===== src/rtl/bkrc_ram.sv =====
// ----------------------------------------------------------------------------
// bkrc_ram
// Generic simple dual-port RAM: one write port, one registered read port.
// ----------------------------------------------------------------------------
`default_nettype none

module bkrc_ram #(
   parameter int unsigned WIDTH = 8,
   parameter int unsigned DEPTH = 4
) (
   input  wire logic                     clock,
   input  wire logic                     wr_en,
   input  wire logic [$clog2(DEPTH)-1:0] wr_addr,
   input  wire logic [WIDTH-1:0]         wr_data,
   input  wire logic [$clog2(DEPTH)-1:0] rd_addr,
   output logic      [WIDTH-1:0]         rd_data
);

   logic [WIDTH-1:0] mem_ff [DEPTH];

   // write, then register the read word
   always_ff @(posedge clock) begin
      if (wr_en) begin
         mem_ff[wr_addr] <= wr_data;
      end
      rd_data <= mem_ff[rd_addr];
   end

endmodule

`default_nettype wire


===== config.mk =====
export PLATFORM = sky130hd
export DESIGN_NAME = bkrc_ram
export DESIGN_NICKNAME = d
export VERILOG_FILES = /design/src/rtl/bkrc_ram.sv
export SDC_FILE = /design/constraint.sdc
export NUM_CORES = 1
export LEC_CHECK = 0
export BUFFER_PORTS_ARGS = -buffer_cell sky130_fd_sc_hd__buf_2
export CAP_MARGIN = 15
export CORE_ASPECT_RATIO = 0.5
export CORE_MARGIN = 4
export CORE_UTILIZATION = 50
export CTS_BUF_LIST = sky130_fd_sc_hd__clkbuf_8
export DETAILED_ROUTE_END_ITERATION = 8
export PLACE_DENSITY = 0.78
export SKIP_CTS_REPAIR_TIMING = 1
export SYNTH_ARGS = -nofsm -noshare
export SYNTH_HDL_FRONTEND = slang
export SYNTH_SLANG_ARGS = --single-unit

===== constraint.sdc =====
create_clock -name clock -period 1.8 [get_ports clock]
set_input_delay 0.27 -clock clock [delete_from_list [all_inputs] [get_ports clock]]
set_output_delay 0.27 -clock clock [all_outputs]
set_load 0.03 [all_outputs]

# Word level (Yosys, flattened, before mapping)
# Memories as Yosys holds them, arrays and structs flattened. A register that Yosys moved wholly into a read port is not among the register bits.
# Index checks and enable logic that the tools add are counted.
# classes
muxes	2
# ops
operator	count
$mux W1	2
# word_totals
mem_count	1
ram_bits	32
inputBits	14
out_inout_bits	8
reg_bits	0
# mem_list
memory	depth	width	read_ports	rd_ports_with_merged_regs	write_ports	line_no	text
mem_ff	4	8	1	1	1	19	logic [WIDTH-1:0] mem_ff [DEPTH];

# Depth between registers and ports, before layout
# Gate-level depths: netlist (run 1).
# depth
ltp_word	2
mapped_depth	2
ltp_nobuf	1

# Least setup slack after synthesis (run 1)
# Ideal clock, no wire load.
# synth_timing
kind	input port to flip-flop
startpoint	in wr_addr[0]
endpoint	mem mem_ff[0][0], enable pin
t_arrival_ns	0.949
stages	1
required_ns	1.415
n_path_buf	0
path_slack_ns	0.466
path_cell_list	nor3b_1
# synth_lines
element	line_no	text
start, declared	13	input wire logic [$clog2(DEPTH)-1:0] wr_addr,
end, declared	19	
# Straight into the memory's write port.

# Worst setup path in the final report (run 1)
# layout_timing
startpoint	reg rd_data[7] (read register of mem_ff)
endpoint	out rd_data[7]
# layout_lines
element	line_no	text
start, declared	16	output logic [WIDTH-1:0] rd_data
# No word-level cell between the ends.

==> summary.md, run 1 <==
| Metric | Value |
|---|---|
| Outcome | `complete, no violations` |
| Synth unique cells | `8` |
| DR pass1 iterations | `4` |
| Post-route minimum period | `1.068 ns` |
| Total CTS buffers | `5` |
| Post-layout util | `65.72%` |
| Seq/Total Area, Yosys | `83.12%` |
| Mean post-synth cell area | `24.98 sq um` |
| Switching share of power | `20.43%` |
| Post-Syn Instances | `54` |
| GP Congestion | `0.6613` |
| Row count | `12` |
| Area occupied by multi-input gates | `211.5 sq um` |
| Clock tree sinks | `40` |
| Worst EP arrival | `0.80 ns` |
| Clk_lat worst skew | `0.28 ns` |
| Syn Nets | `68` |
| CTS root buffer | `clkbuf_8` |
| Iter 0 DRT Violations | `10` |
| Area growth from synthesis to layout | `16.33%` |
| Routed WL per cell | `17.18 um` |
| TritonCTS clock tree | `yes` |
| Average vias per placed instance | `5.111` |
| Synth Register Bits | `40` |
| Ranking of synthesized cells by area | `edfxtp_1 (71%), mux4_2 (13%), dfxtp_1 (12%), and3b_1 (1.3%), buf_6 (0.83%)` |
| Gate power share | `7.6%` |
| Highest clock rate | `936.4 MHz` |
| Vias in the first global route | `653` |
| Die Area | `3643 sq um` |
| Post-DRT Antenna Nets | `0` |
| Detailed-route via count | `598` |
| Pwr/cell area | `1092 nW/um^2` |
| Max Slew Vio Count | `0` |
| Final net count | `95` |
| # DRC | `0` |
| Cell internal pwr | `1.363 mW` |
| Most frequent cells in the layout | `edfxtp_1 (32), buf_2 (21), mux4_2 (8), dfxtp_1 (8), clkbuf_8 (5)` |
| R2r setup slk | `0.82 ns` |
| Reg2Reg Launch Point | `mem_ff[3][7]` |
| Crit. End Element | `output pin` |
| Rel. slew slack | `68.95%` |
| Share of layout cells above drive strength 1 | `42.68%` |
| HPWL after detailed placement | `1460 um` |
| Area leader, netlist | `edfxtp_1` |
| GRT overflow | `0` |
| Fin Setup TNS | `0 ns` |
| Ys Warns | `0` |
| Synth top area share | `71.24%` |
| CP required | `1.53 ns` |
| Worst Reg-to-Reg Cells | `1` |
| CP Capture Point | `rd_data[7]` |
| H-tree Lvls | `2` |
| Sequential cell area | `1121 sq um` |
| Fill cell count | `164` |
| Fin cells | `117` |
| Static leakage | `0.5732 nW` |
| Commonest non-fill, non-tap cell in the layout | `edfxtp_1` |
| Top delay family on crit path | `flip-flops` |
| P_sw | `350.1 uW` |
| Initial antenna violation count | `0` |
| RSZ-0062 raised after global routing | `false` |
| Routed Wire Length | `2010 um` |
| Die height | `44.73 um` |
| Largest net degree at the start of global routing | `12` |
| Startpoint Class | `flop` |
| First-pass GRT wire length | `3208 um` |
| Pwr Total | `1.713 mW` |
| Post-route clock period utilization | `59.33%` |
| Slowest-stage cell, CP | `dfxtp_1` |
| Die X | `81.45 um` |
| Cells after DPL | `109` |
| VDD IR-drop max | `0.4920 mV` |
| I/O Buffers | `21` |
| ANT cells | `0` |
| Worst-path cell chain | `buf_2` |
| Critical path depth in cells | `1` |
| HP Start | `wr_data[1]` |
| Min-Delay Path Class | `in -> reg` |
| Kind of critical path | `reg -> out` |
| MaxCap Viol Count | `0` |
| Fraction of power consumed by sequential logic | `62.2%` |
| Worst-Margin Slew | `0.4657 ns` |
| Synth Cell Area | `1349 sq um` |
| Crit Path Max Fanout | `1` |
| Final setup viols | `0` |
| Clock-pin slew on the worst setup and hold paths | `0.07 ns` |
| I/O pin cnt | `22` |
| Hold Fails Final Rpt | `0` |
| Starting Density | `56.50%` |
| Clock Tree Buf Depth | `2` |
| Clock share of power | `30.1%` |
| CP max stage delay | `0.33 ns` |
| Core Footprint | `2387 sq um` |
| Buf/Inv on CP | `1` |
| Total GRT Usage | `13.25%` |
| Clock Skew | `0.005288 ns` |
| Capturing point of the worst reg2reg path | `rd_data[7]` |
| Critical Path Source | `rd_data[7]` |
cells in the mapped netlist:
| master | instances |
|---|---|
| buf_6 | 1 |
| nor3b_1 | 1 |
| mux4_2 | 8 |
| and3_1 | 1 |
| clkbuf_2 | 1 |
| dfxtp_1 | 8 |
| and3b_1 | 2 |
| edfxtp_1 | 32 |
registers in the layout, indices dropped and copies added (netlist names):
name,count
mem_ff,32
rd_data,8
area by class of cell:
class                   instances  area share [%]
clock buffers                   5           4.386
well taps                      35           2.791
clock inverters                 3          0.7177
multi-input cells              12           13.48
flip-flops and latches         40           71.45
repair buffers                 22           7.177
how the worst min path moves through the flow:
stage	slack, ns	depth (start not counted)	to
2_1_floorplan	0.37	0	mem_ff[0][0]
3_3_place_gp	0.48	1	mem_ff[3][1]
3_5_place_dp	0.49	1	mem_ff[0][1]
4_1_cts	0.20	1	mem_ff[1][1]
5_1_grt	0.20	1	mem_ff[2][1]
6_report	0.20	1	mem_ff[1][1]
routing by layer:
metal	wire length, um	global-route usage (%)	up-vias
met4	37	6.061	0
li1	-	-	278
met2	1049	23.30	17
met1	820	14.34	299
met3	103	5.378	4
met5	0	0	-
power by group through the flow:
stage               sequential [mW]  clock, mW  combinational, mW
detailed placement             1.09          0              0.133
global placement               1.08          0              0.126
floorplan                      1.12          0             0.0477
finish                         1.07      0.516              0.131
CTS                            1.07      0.525              0.133
global route                   1.07      0.570              0.141
cells by family (layout without fill, tap and decap cells):
kind of cell / after synthesis / after routing / synth area share [%]
mux: 8 / 8 / 13.36
buf+inv: 2 / 30 / 1.206
flops: 40 / 40 / 83.12
simple gates: 4 / 4 / 2.320
through the flow:
stage / hold slack [ns] / worst slack (ns) / cell area, sq um
after floorplan: 0.3689 / 0.4659 / 1349
after global placement: 0.4799 / 0.5961 / 1489
after detailed placement: 0.4887 / 0.5428 / 1489
after CTS: 0.1966 / 0.7073 / 1569
after global routing: 0.2013 / 0.6870 / 1569
final: 0.2048 / 0.7321 / 1569
(Power assumes the default switching activity.)
==> run 2, diff against run 1 <==
--- a/config.mk
+++ b/config.mk
@@ -5,6 +5,7 @@
 export SDC_FILE = /design/constraint.sdc
 export NUM_CORES = 1
 export LEC_CHECK = 0
+export ABC_AREA = 1
 export BUFFER_PORTS_ARGS = -buffer_cell sky130_fd_sc_hd__buf_2
 export CAP_MARGIN = 15
 export CORE_ASPECT_RATIO = 0.5
@@ -12,7 +13,7 @@
 export CORE_UTILIZATION = 50
 export CTS_BUF_LIST = sky130_fd_sc_hd__clkbuf_8
 export DETAILED_ROUTE_END_ITERATION = 8
-export PLACE_DENSITY = 0.78
+export PLACE_DENSITY = 0.77
 export SKIP_CTS_REPAIR_TIMING = 1
 export SYNTH_ARGS = -nofsm -noshare
 export SYNTH_HDL_FRONTEND = slang
==> constraint.sdc (replaced) <==
create_clock -name clock -period 1 [get_ports clock]
set_input_delay 0.15 -clock clock [delete_from_list [all_inputs] [get_ports clock]]
set_output_delay 0.15 -clock clock [all_outputs]
set_load 0.03 [all_outputs]
==> summary.md, run 2 <==
| Metric | Value |
|---|---|
| Outcome | `complete, no violations` |
| Clock Skew | `0.007565 ns (+0.002277 ns)` |
| Ranking of synthesized cells by area | `edfxtp_1 (62%), dfxtp_1 (10%), nand2_1 (9.7%), inv_1 (8.7%), nand3_1 (5.2%)` |
| Most common cell in the netlist | `nand2_1` |
| Cells after DPL | `201 (+84%)` |
| Synth Register Bits | `40 (unchanged)` |
| Seq/Total Area, Yosys | `72.43% (-11 points)` |
| Area leader, netlist | `edfxtp_1` |
| Routed WL per cell | `13.89 um (-19%)` |
| Buf/Inv on CP | `1 (unchanged)` |
| Post-Syn Instances | `141 (+160%)` |
| Post-synthesis mux area share | `0% (-13 points)` |
| H-tree Lvls | `2 (unchanged)` |
| HPWL after detailed placement | `2142 um (+47%)` |
| Compound-cell area share of the yosys netlist | `0% (unchanged)` |
| Worst-path cell chain | `buf_2` |
| Highest clock rate | `1063 MHz` |
| Fraction of power consumed by sequential logic | `59.7% (-2.5 points)` |
| Rel. slew slack | `82.05% (+13 points)` |
| Number of flip-flops under the largest register name | `32 (unchanged)` |
| Endpoint, Worst Hold | `mem_ff[0][3]` |
| Largest regs | `mem_ff x32, rd_data x8` |
| Capturing point of the worst reg2reg path | `rd_data[2]` |
| Pre-CTS WS | `0.01874 ns (-0.5240 ns)` |
| Total GRT Usage | `16.23% (+3.0 points)` |
| Synth unique cells | `10 (+2)` |
| Min-Delay Path Class | `in -> reg` |
| Post-route clock period utilization | `94.04%` |
| Commonest non-fill, non-tap cell in the layout | `nand2_1` |
| Clock share of power | `30.5% (+0.4 points)` |
| Critical path depth in cells | `1 (unchanged)` |
| VDD IR-drop max | `1.050 mV (+110%)` |
| I/O Buffers | `21 (unchanged)` |
| Crit. End Element | `output pin` |
| Fin Setup TNS | `0 ns (unchanged)` |
| Static leakage | `0.8632 nW (+51%)` |
| GP Congestion | `0.7924 (+20%)` |
| Starting Density | `55.97% (-0.53 points)` |
| Synth Area in Simple Gates | `16.17% (+14 points)` |
| P_sw | `747.8 uW (+110%)` |
| Detailed-route via count | `993 (+66%)` |
| Core Footprint | `2765 sq um (+16%)` |
| Synth top area share | `62.09% (-9.2 points)` |
| ANT cells | `0 (unchanged)` |
| Clock-pin slew on the worst setup and hold paths | `0.07 ns (about the same)` |
| XOR/XNOR Fraction of Synth Area | `0% (unchanged)` |
| Hold Crit Depth | `1 (unchanged)` |
| EDFF count, synth | `32 (unchanged)` |
| Row count | `13 (+1)` |
| Hold Fails Final Rpt | `0 (unchanged)` |
| Ys Warns | `0 (unchanged)` |
| Largest net degree at the start of global routing | `17 (+5)` |
| Post-DRT Antenna Nets | `0 (unchanged)` |
| CP max stage delay | `0.32 ns (about the same)` |
| RSZ-0062 raised after global routing | `false` |
| Critical Path Source | `rd_data[3]` |
| Iter 0 DRT Violations | `142 (+132)` |
| Die Area | `4103 sq um (+13%)` |
| First-pass GRT wire length | `4567 um (+42%)` |
| Clk_lat worst skew | `0.28 ns (about the same)` |
| Largest Register | `mem_ff` |
| Final net count | `185 (+95%)` |
| Switching share of power | `23.24% (+2.8 points)` |
| Post-synth top cells | `nand2_1 (40), inv_1 (36), edfxtp_1 (32)` |
| Total CTS buffers | `5 (unchanged)` |
| I/O pin cnt | `22 (unchanged)` |
| Startpoint Class | `flop` |
| Fin cells | `209 (+79%)` |
| Reg2Reg Launch Point | `mem_ff[0][2]` |
| CP required | `0.85 ns (-0.68 ns)` |
| Final setup viols | `0 (unchanged)` |
| Largest family of logic cells by synthesized area | `simple AND/OR/NAND/NOR gates` |
| # DRC | `0 (unchanged)` |
| Top delay family on crit path | `flip-flops` |
| CTS root buffer | `clkbuf_8` |
| Synth Cell Area | `1548 sq um (+15%)` |
| Routed Wire Length | `2902 um (+44%)` |
| MaxCap Viol Count | `0 (unchanged)` |
| HP Start | `wr_data[3]` |
| Die height | `47.34 um (+5.8%)` |
| Area growth from synthesis to layout | `17.22%` |
| Post-Synth Adder-Cell Area | `0% (unchanged)` |
| Clock Tree Buf Depth | `2 (unchanged)` |
| Share of layout cells above drive strength 1 | `21.51% (-21 points)` |
| Most frequent cells in the layout | `nand2_1 (40), inv_1 (36), edfxtp_1 (32)` |
| Gate power share | `9.8% (+2.2 points)` |
| Mean post-synth cell area | `10.98 sq um (-56%)` |
| Slowest-stage cell, CP | `dfxtp_1` |
| Average vias per placed instance | `4.751 (-7.0%)` |
| Kind of critical path | `reg -> out` |
| DR pass1 iterations | `4 (unchanged)` |
| Vias in the first global route | `924 (+42%)` |
| Pwr Total | `3.217 mW (+88%)` |
| Worst-Margin Slew | `0.2689 ns (-0.1968 ns)` |
| Pwr/cell area | `1773 nW/um^2 (+62%)` |
| Worst Reg-to-Reg Cells | `4 (+3)` |
| TritonCTS clock tree | `yes` |
| Syn Nets | `155 (+130%)` |
| Primary FF master, synth | `edfxtp_1` |
| Clock tree sinks | `40 (unchanged)` |
| GRT overflow | `0 (unchanged)` |
| Max Slew Vio Count | `0 (unchanged)` |
| Die X | `86.68 um (+6.4%)` |
| Worst EP arrival | `0.79 ns (about the same)` |
| R2r setup slk | `0.25 ns (-0.57 ns)` |
| Final worst setup slack | `0.05956 ns (-0.6726 ns)` |
| Fraction of registers with async set/reset | `0% (unchanged)` |
| Crit Path Max Fanout | `1 (unchanged)` |
| Hold_ws | `0.1006 ns (-0.1043 ns)` |
| Post-route minimum period | `0.9404 ns` |
| Initial antenna violation count | `0 (unchanged)` |
| Cell internal pwr | `2.469 mW (+81%)` |
## run 2: power groups by stage
| stage | Sequential (mW) | Clock, mW | Combinational [mW] |
|---|---|---|---|
| floorplan | 2.02 | 0 | 0.131 |
| global placement | 1.95 | 0 | 0.309 |
| detailed placement | 1.96 | 0 | 0.316 |
| CTS | 1.92 | 1.00 | 0.318 |
| global route | 1.93 | 1.09 | 0.349 |
| finish | 1.92 | 0.982 | 0.316 |
## run 2: how the worst max path moves through the flow
stage	to	slack [ns]
final	rd_data[3]	0.06
after global routing	rd_data[0]	0.03
after CTS	rd_data[3]	0.06
after detailed placement	mem_ff[2][2]	0.02
after global placement	mem_ff[2][2]	0.04
after floorplan	mem_ff[2][0]	-0.21
## run 2: cell families (layout without fill, tap and decap cells)
logic type,after synthesis,in the layout
buffers and inverters,41,72
DFF,40,40
and+or+nand+nor,60,60
## run 2: per-layer routing
metal | track usage [%] | up-vias | wire length (um)
li1 | - | 497 | -
met1 | 21.80 | 440 | 1219
met2 | 25.99 | 52 | 1290
met3 | 3.678 | 4 | 342
met4 | 7.453 | 0 | 49
met5 | 0 | - | 0
## run 2: metrics by stage
step / cell area (sq um) / util [%]
2_1_floorplan: 1558 / -
3_3_place_gp: 1732 / 62.62
3_5_place_dp: 1732 / 62.62
4_1_cts: 1814 / 65.61
5_1_grt: 1814 / 65.61
6_report: 1814 / 65.61
## run 2: layout make-up
| class | count | area [sq um] |
|---|---|---|
| Clock buffer | 5 | 68.82 |
| Fill cell | 210 | 950.9 |
| Inverter | 37 | 141.4 |
| Clock inverter | 3 | 13.76 |
| Timing Repair Buffer | 27 | 162.7 |
| Tap cell | 37 | 46.29 |
| Sequential cell | 40 | 1121 |
| Multi-Input combinational cell | 60 | 260.3 |
